**src/rtl/core/gnd_pkg.sv**
```systemverilog
// Package for the 2D gradient noise elevation block.
// Holds the fixed-point constants, the register index codes and the item word type.
// No dependencies.
`default_nettype none

package gnd_pkg;

  // Fraction bits of offsets, gradients and fade weights.
  localparam int FRAC_BITS = 14;
  // Largest usable map side; map_size is capped here.
  localparam int MAX_MAP_SIDE = 4096;
  // Width of the size and step registers.
  localparam int CFG_W = 13;
  // Bits of an in-range coordinate.
  localparam int XW = $clog2(MAX_MAP_SIDE);
  // Quotient bits of (coordinate << FRAC_BITS) / grid_step.
  localparam int QW = XW + FRAC_BITS;
  // Width of a dot product or a blended value after rounding down.
  localparam int DOT_W = 18;
  // Right shift that takes the scaled value from 26 to 16 fraction bits.
  localparam int OUT_SHIFT = 10;

  localparam logic [CFG_W-1:0] MAX_SIDE = CFG_W'(MAX_MAP_SIDE);
  localparam logic [FRAC_BITS:0] ONE = (FRAC_BITS+1)'(1) << FRAC_BITS;

  // Configuration register indexes.
  typedef enum logic [1:0] {
    REG_MAP_SIZE    = 2'd0,
    REG_GRID_STEP   = 2'd1,
    REG_NORM_OFFSET = 2'd2,
    REG_NORM_GAIN   = 2'd3
  } cfg_reg_t;

  // One classified input word as it travels from the front to the back.
  typedef struct packed {
    logic               is_query;
    logic               bad;
    logic [XW-1:0]      x;
    logic [XW-1:0]      y;
    logic [11:0]        node_index;
    logic signed [15:0] grad_x;
    logic signed [15:0] grad_y;
  } item_t;

endpackage

`default_nettype wire

```
**src/rtl/core/gnd_front.sv**
```systemverilog
// Front end: accepts input words and classifies them for the back end.
// Depends on gnd_pkg.
`default_nettype none

module gnd_front (
  input  wire logic                      start,
  output logic                           busy,
  input  wire logic                      req_type,
  input  wire logic [15:0]               pos_x,
  input  wire logic [15:0]               pos_y,
  input  wire logic [11:0]               node_index,
  input  wire logic signed [15:0]        grad_x,
  input  wire logic signed [15:0]        grad_y,
  input  wire logic [gnd_pkg::CFG_W-1:0] size_eff,
  input  wire logic [gnd_pkg::CFG_W-1:0] grid_step,
  input  wire logic                      q_full,
  output logic                           push,
  output gnd_pkg::item_t                 push_item
);

  import gnd_pkg::*;

  // A word is taken whenever the queue has room.
  assign busy = q_full;
  assign push = start && !q_full;

  // Flag queries that fall off the map or use a zero step.
  always_comb begin
    push_item.is_query   = req_type;
    push_item.bad        = (grid_step == '0) ||
                           (pos_x >= 16'(size_eff)) || (pos_y >= 16'(size_eff));
    push_item.x          = XW'(pos_x);
    push_item.y          = XW'(pos_y);
    push_item.node_index = node_index;
    push_item.grad_x     = grad_x;
    push_item.grad_y     = grad_y;
  end

endmodule

`default_nettype wire

```
**config.mk**
```make
export PLATFORM = sky130hd
export DESIGN_NAME = gnd_front
export DESIGN_NICKNAME = d
export VERILOG_FILES = /design/src/rtl/core/gnd_pkg.sv /design/src/rtl/core/gnd_front.sv
export SDC_FILE = /design/constraint.sdc
export NUM_CORES = 1
export LEC_CHECK = 0
export BUFFER_PORTS_ARGS = -buffer_cell sky130_fd_sc_hd__buf_2
export CAP_MARGIN = 30
export CORE_AREA = 2 2 69 71
export DETAILED_ROUTE_END_ITERATION = 10
export DIE_AREA = 0 0 71 73
export GPL_TIMING_DRIVEN = 0
export PLACE_DENSITY = 0.75
export SYNTH_ARGS = -nofsm -noshare
export SYNTH_HDL_FRONTEND = slang
export SYNTH_SLANG_ARGS = --single-unit
```
**constraint.sdc**
```tcl
create_clock -name vclk -period 6.7
set_input_delay 1.675 -clock vclk [all_inputs]
set_output_delay 1.675 -clock vclk [all_outputs]
set_load 0.03 [all_outputs]
```
==> results.md <==
- Status: completed
- Area Growth Syn to Fin: 60.4%
- Fin crit period: 4.88 ns
- Mux contribution to synthesized area: 0%
- DRT Pass-1 Iters: 3
- Least-Margin Pin Slew: 0.324 ns
- Via/cell ratio: 4.06
- Vias: 1383
- Vias in the first global route: 1148
- Mapped Nets: 286
- Yosys cell types: 26
- Final HPWL from detailed placement: 2990 um
- Complex-gate fraction of the synthesized area: 12.3%
- Ratio of final minimum period to clock period: 72.8%
- Worst VDD drop: 44.9 uV
- Worst Path Required: 5.03 ns
- CP endpoint kind: output pin
- Post-CTS Setup Bufs: 0
- Routed WL: 3030 um
- Worst slack, placed: 1.79 ns
- Synth Instances: 155
- Count of pins over their slew limit: 0
- Pint: 0.0690 mW
- Largest family of logic cells by synthesized area: buffers and inverters
- Switching power: 0.0822 mW
- CLK BUF: 0
- CP startpoint kind: primary input
- Critical Setup Path Class: in2out
- Reg power frac: 0%
- Ratio of cells with drive above 1 in the final layout: 71.8%
- Post-CTS sizing: 0
- Power after layout: 0.151 mW
- Pwr/cell area: 78.2 nW/um^2
- Die area: 5180 um^2
- Mapped Avg Cell Area: 7.77 um^2
- First-pass GRT wire length: 4570 um
- Effective utilization at floorplan: 26.6%
- Most numerous cell on the critical path: buf_2
- Synth Area in Adders: 27.0%
- Relative slew slack: 78.2%
- Initial antenna violation count: 0
- Combinational fraction of design power: 100.0%
- Clock power share: 0%
- Leakage: 1.22 nW
- Crit-path cells: buf_2 > inv_1 > ha_1 > nand2b_4 > a2111oi_4 > nor4_1 > a2111oi_2 > o211ai_1 > buf_2
- Sw Share: 54.4%
- Unrepaired setup endpoints after global routing: no
- Crit-path max cell delay: 0.34 ns
- Remaining routing DRC violations: 0
- Chip Height: 73 um
- Largest net degree at the start of global routing: 4
- Gr ovfl total: 0
- FF+latch count: 0
- F_max: 0.205 GHz
- FP Rows: 25
- PortBufs: 132
- Slowest-stage cell, CP: a2111oi_4
- Final worst setup slack: 1.82 ns
- GPL Wtd Cong: 0.768
- Post-Synth XOR/XNOR Area: 0%
- CP arrival: 3.20 ns
- Syn Std Cell Area: 1200 um^2
- MaxCap Viol Count: 0
- Final ANT Viol Nets: 0
- Setup TNS: 0 ns
- Hold Vio Cnt, Final: 0
- CTS Hold Bufs: 0
- Num ports: 177
- Worst hold path class: in2out
- Filler cell count: 478
- Die Width: 71 um
- Finished Core Util: 42.6%
- CP max FO: 2
- Gr usage total: 10.2%
- Sequential cell area: 0 um^2
- Syn. warnings: 0
- Iteration-0 DRC Markers: 9
- Post-Synth Simple-Gate Area: 12.8%
- Post-DR wirelength/cell: 8.90 um
- Sequential-to-total area share from yosys stat: 0%
- Final setup violation count: 0
- Ant. Diodes: 0
- Core Region: 4540 um^2
- Nets: 420
- Area of the multi-input gates: 627 um^2
==> worst paths after layout <==
kind                       from             to  slack, ns  cells after the start
setup / recovery       pos_x[0]  push_item[68]       1.82                      9
hold / removal    node_index[8]  push_item[40]       3.60                      2
==> Yosys cell counts, drive strengths merged <==
master	count	area, um^2
buf	70	526
ha	26	325
inv	14	52.6
a21oi	9	45.0
nand2	3	11.3
nand3	3	15.0
nand4	3	18.8
nor3	3	20.0
nor4	3	18.8
o21ai	3	15.0
a2111oi	2	42.5
a21o	2	15.0
and4	2	17.5
nand2b	2	20.0
nor2	2	7.51
or2	2	12.5
a211oi	1	7.51
and3	1	6.26
nor2b	1	6.26
o211ai	1	7.51
o21a	1	7.51
o31ai	1	7.51
==> power by group through the flow <==
stage	clock [mW]	sequential [mW]	combinational, mW
floorplan	0	0	0.107
global placement	0	0	0.151
detailed placement	0	0	0.153
CTS	0	0	0.153
global route	0	0	0.165
finish	0	0	0.151
==> worst max-delay path, delay by kind of cell <==
kind	cells	cell delay [ns]
compound gates	3	0.67
simple gates	2	0.25
fa+ha+maj	1	0.27
buf+inv	3	0.32
==> placed cells by master (no fill, tap or decap) <==
master,n
a2111oi_2,1
a2111oi_4,1
a211oi_1,1
a21o_1,2
a21oi_1,9
and3_1,1
and4_1,2
buf_2,132
buf_4,70
ha_1,26
inv_1,14
nand2_1,3
nand2b_1,1
nand2b_4,1
nand3_1,3
nand4_1,3
nor2_1,2
nor2b_1,1
nor3_1,2
nor3_2,1
nor4_1,3
o211ai_1,1
o21a_1,1
o21ai_0,2
o21ai_1,1
o31ai_1,1
or2_1,2
==> final cells by class <==
cell class	count	share of cell area (%)
inverter	14	2.72
multi-input combinational	71	32.4
buffer	70	27.2
tap	54	3.50
timing repair buffer	132	34.2
==> metal layers <==
| metal | up-vias | track usage (%) | wire (um) |
|---|---|---|---|
| met4 | 0 | 0.839 | 25 |
| met1 | 574 | 12.3 | 1070 |
| met2 | 83 | 20.7 | 1640 |
| li1 | 722 | - | - |
| met5 | - | 0 | 0 |
| met3 | 4 | 0.414 | 302 |
==> through the flow <==
stage | cell area (um^2) | std cells | hold slack (ns)
finish | 1930 | 341 | 3.60
global route | 1930 | 341 | 3.60
CTS | 1930 | 341 | 3.60
detailed placement | 1930 | 341 | 3.60
global placement | 1930 | 341 | 3.60
floorplan | 1200 | 155 | 3.46
==> cell families after synthesis <==
family	after synthesis
buf+inv	84
simple gates	25
compound gates	20
fa+ha+maj	26
Power figures use the tool's default switching activity.
