**src/rtl/core/gnd_pkg.sv**
```systemverilog
// Package for the 2D gradient noise elevation block.
// Holds the fixed-point constants, the register index codes and the item word type.
// No dependencies.
`default_nettype none

package gnd_pkg;

  // Fraction bits of offsets, gradients and fade weights.
  localparam int FRAC_BITS = 14;
  // Largest usable map side; map_size is capped here.
  localparam int MAX_MAP_SIDE = 4096;
  // Width of the size and step registers.
  localparam int CFG_W = 13;
  // Bits of an in-range coordinate.
  localparam int XW = $clog2(MAX_MAP_SIDE);
  // Quotient bits of (coordinate << FRAC_BITS) / grid_step.
  localparam int QW = XW + FRAC_BITS;
  // Width of a dot product or a blended value after rounding down.
  localparam int DOT_W = 18;
  // Right shift that takes the scaled value from 26 to 16 fraction bits.
  localparam int OUT_SHIFT = 10;

  localparam logic [CFG_W-1:0] MAX_SIDE = CFG_W'(MAX_MAP_SIDE);
  localparam logic [FRAC_BITS:0] ONE = (FRAC_BITS+1)'(1) << FRAC_BITS;

  // Configuration register indexes.
  typedef enum logic [1:0] {
    REG_MAP_SIZE    = 2'd0,
    REG_GRID_STEP   = 2'd1,
    REG_NORM_OFFSET = 2'd2,
    REG_NORM_GAIN   = 2'd3
  } cfg_reg_t;

  // One classified input word as it travels from the front to the back.
  typedef struct packed {
    logic               is_query;
    logic               bad;
    logic [XW-1:0]      x;
    logic [XW-1:0]      y;
    logic [11:0]        node_index;
    logic signed [15:0] grad_x;
    logic signed [15:0] grad_y;
  } item_t;

endpackage

`default_nettype wire

```
**src/rtl/core/gnd_queue.sv**
```systemverilog
// Two-entry queue between the front end and the back end.
// Depends on gnd_pkg.
`default_nettype none

module gnd_queue (
  input  wire logic            clk,
  input  wire logic            rst,
  input  wire logic            push,
  input  wire gnd_pkg::item_t  push_item,
  output logic                 full,
  output logic                 valid,
  output gnd_pkg::item_t       item
);

  import gnd_pkg::*;

  localparam int DEPTH = 2;

  item_t      entries [DEPTH];
  logic       wr_ptr;
  logic       rd_ptr;
  logic [1:0] count;
  logic       pop;

  // The back end never stalls, so the head word leaves whenever present.
  assign valid = (count != 2'd0);
  assign full  = (count == 2'(DEPTH));
  assign pop   = valid;
  assign item  = entries[rd_ptr];

  // Pointers and fill count.
  always_ff @(posedge clk) begin
    if (rst) begin
      wr_ptr <= 1'b0;
      rd_ptr <= 1'b0;
      count  <= 2'd0;
    end else begin
      if (push) begin
        wr_ptr <= ~wr_ptr;
      end
      if (pop) begin
        rd_ptr <= ~rd_ptr;
      end
      count <= count + 2'(push) - 2'(pop);
    end
  end

  // Word storage.
  always_ff @(posedge clk) begin
    if (push) begin
      entries[wr_ptr] <= push_item;
    end
  end

endmodule

`default_nettype wire

```
**config.mk**
```make
export PLATFORM = sky130hd
export DESIGN_NAME = gnd_queue
export DESIGN_NICKNAME = d
export VERILOG_FILES = /design/src/rtl/core/gnd_pkg.sv /design/src/rtl/core/gnd_queue.sv
export SDC_FILE = /design/constraint.sdc
export NUM_CORES = 1
export LEC_CHECK = 0
export BUFFER_PORTS_ARGS = -buffer_cell sky130_fd_sc_hd__clkbuf_2
export CAP_MARGIN = 20
export CORE_MARGIN = 10
export CORE_UTILIZATION = 55
export CTS_BUF_LIST = sky130_fd_sc_hd__clkbuf_4
export CTS_CLUSTER_DIAMETER = 200
export DETAILED_ROUTE_END_ITERATION = 16
export PLACE_DENSITY = 0.83
export SYNTH_ARGS = -nofsm -noshare
export SYNTH_HDL_FRONTEND = slang
export SYNTH_SLANG_ARGS = --single-unit
```
**constraint.sdc**
```tcl
create_clock -name clk -period 10.25 [get_ports clk]
set_clock_uncertainty 0.1 [all_clocks]
set_input_delay 1.5375 -clock clk [delete_from_list [all_inputs] [get_ports clk]]
set_output_delay 1.5375 -clock clk [all_outputs]
set_load 0.05 [all_outputs]
```
==> flow_metrics.tcl <==
set metrics [dict create \
    hp-class "register to register" \
    timing.setup.critical_path_class "register to primary output" \
    first_global_vias 2991 \
    cp_slowest_stage_delay_ns 0.73 \
    buffers_inserted_by_post_cts_timing_repair 0 \
    worst-endpoint-required_ns 8.61 \
    floorplan.die.height_um 121.0 \
    fin_crit_sh_pct 41.38 \
    ys_types 16 \
    worst_pin_slew_ns 0.9510 \
    cts-htree-levels 4 \
    viasPerCell 4.994 \
    finalSetupViolCount 0 \
    final_critical_period_ns 4.241 \
    routed_wirelength_mm 10.03 \
    total_leakage_power_nw 2.681 \
    synth_top_cell_by_area "edfxtp_1" \
    antenna_violations_before_repair 0 \
    drt_pre_antenna_iters 4 \
    drcViolationCount 0 \
    clock_insertion_delay_worst_skew_ns 0.52 \
    max_frequency_mhz 235.8 \
    post_synth_main_area_contributors "edfxtp_1 75%, mux2_4 19%, buf_12 2.5%, dfxtp_1 1.8%, nor2b_1 0.45%" \
    grt.overflow.total 0 \
    clk_transition_reported_paths_ns 0.13 \
    sequential_cell_area_mm2 0.004308 \
    synth_fa_ha_area_share_pct 0.2229 \
    cts-buffers-inserted 17 \
    maxCapViolations 0 \
    number_of_rows_created_at_floorplan 36 \
    dieWidth_um 121.0 \
    setup-tns-final_ns 0 \
    max_clock_buf_depth 2 \
    critical_path.max_fanout 41 \
    p_per_cell_area_mw_per_mm2 192.2 \
    drtIter0Drc 149 \
    grt_usage_pct 13.99 \
    initial_core_util_pct 56.91 \
    synth_warnings 0 \
    grt_start_max_net_pins 71 \
    dp_worst_setup_slack_ns 6.544 \
    fill_cells 649 \
    rsz_0062_raised_after_global_routing "no" \
    first_pass_grt_wire_length_mm 15.48 \
    synth.top_cell.area_share_pct 74.88 \
    dieArea_mm2 0.01465 \
    dominant_combinational_cell_family_by_area_after_synthesis "multiplexers" \
    hold_viol_final 0 \
    synth_simple_gate_area_share_pct 1.137 \
    syn-instance-count 239 \
    final_common_cell "clkbuf_2" \
    ys_seq_area_share_pct 76.67 \
    final_layout_size_suffix_gt1_share_pct 61.86 \
    timing.critical_path.cells "buf_4 -> mux2_4 -> clkbuf_2" \
    xor_and_xnor_fraction_of_the_mapped_netlist_area_pct 0.1560 \
    critical_path_arrival_ns 2.60 \
    critical_path.slowest_cell "dfxtp_4" \
    drv_slew 0 \
    routed_wire_length_per_instance_um 18.51 \
    synthesis.area_mm2 0.005614 \
    numClockSinks 145 \
    setup.worst_path.end_class "primary output" \
    design.core.area_mm2 0.009864 \
    post_synthesis_average_cell_area_um2 23.49 \
    mux_cell_area_share_after_synthesis_pct 18.72 \
    mappedNetlistNets 313 \
    areaGrowthSynthToFinish_pct 19.03 \
    num_vias 2707 \
    tritoncts "done" \
    cts_resized 0 \
    run_status "finished, final reports clean" \
    finish.net_count 470 \
    fraction_of_the_mapped_netlist_area_in_compound_gates_pct 0.4012 \
    hold_crit_depth 2 \
    ios 145 \
    flops_latches_synth 145 \
    timing.final.ws_setup_ns 6.009 \
    ant_nets 0 \
    timing.max_slew.rel_slack_pct 36.60 \
    gpl.final_weighted_congestion 0.6868 \
    power.ir.vdd_worst_mv 0.1189 \
    diodes 0 \
    ff2ff_path_depth 1 \
    multi_input_comb_area_mm2 0.001169 \
    worstSetupStartpointType "register" \
    layout_common_cells "144 x clkbuf_2, 140 x edfxtp_1, 70 x mux2_4, 19 x clkbuf_4" \
    i_o_buffers 144 \
    postCtsHoldBufs 0 \
    cts_root_buf "clkbuf_4" \
]
where the power goes:
group | switching, mW | leakage, nW | internal (mW)
combinational | 0.144 | 1.17 | 0.0686
sequential | 0.0132 | 1.36 | 0.689
clock | 0.195 | 0.155 | 0.174
total | 0.352 | 2.68 | 0.932
sequential cells by signal, summed over array words and instances, names as in the netlist, named ones only:
name     cells
count        2
entries    140
rd_ptr       1
wr_ptr       1
area by class of cell:
type | count | area share (%)
Sequential cell | 145 | 64.46
Clock inverter | 13 | 2.415
Timing Repair Buffer | 146 | 11.01
Multi-Input combinational cell | 86 | 17.49
Tap cell | 133 | 2.490
Clock buffer | 19 | 2.134
cell families after synthesis:
logic type,after synthesis
buffers and inverters,8
AO/OA/AOI/OAI,3
XOR/XNOR,1
flip-flops,145
multiplexers,70
adder cells (fa/ha/maj),1
AND/OR/NAND/NOR,11
metal layers:
| metal | up-vias | track usage, % | routed length, um |
|---|---|---|---|
| met1 | 1322 | 15.46 | 3991 |
| met5 | - | 0 | 0 |
| met4 | 0 | 6.863 | 159 |
| li1 | 1265 | - | - |
| met2 | 108 | 22.31 | 4993 |
| met3 | 12 | 6.608 | 888 |
worst max-delay path: cells and delay by family, from the launching register on:
| family | cells | cell delay [ns] |
|---|---|---|
| buf+inv | 2 | 0.96 |
| mux | 1 | 0.36 |
| flops | 1 | 0.73 |
synth_stat cells, drive strengths merged:
cell type and number:
nor2b 4, nor3 3, a21bo 1, buf 8, o21a 1, ha 1, or2 1, mux2 70
a21oi 1, xnor2 1, dfxtp 5, and2 1, nand3b 1, edfxtp 140, nor2 1
per-stage QoR:
stage                     hold WS, ns  total power, mW  std cells  area [um^2]  util, %
after floorplan                0.3965           0.8871        239         5614        -
after global placement         0.4212           0.9270        510         6379    64.66
after detailed placement       0.4584           0.9324        510         6379    64.66
after CTS                      0.4769            1.300        542         6683    67.74
after global routing           0.5250            1.334        542         6683    67.74
final                          0.4660            1.284        542         6683    67.74
final timing paths:
check	start	to	slack [ns]
setup reg to reg	wr_ptr	entries[1][33]	8.49
hold / removal	rd_ptr	rd_ptr	0.47
setup / recovery	register	item[1]	6.01
hold reg to reg	rd_ptr	rd_ptr	0.47
No activity file was read; power rests on OpenSTA's default activity.
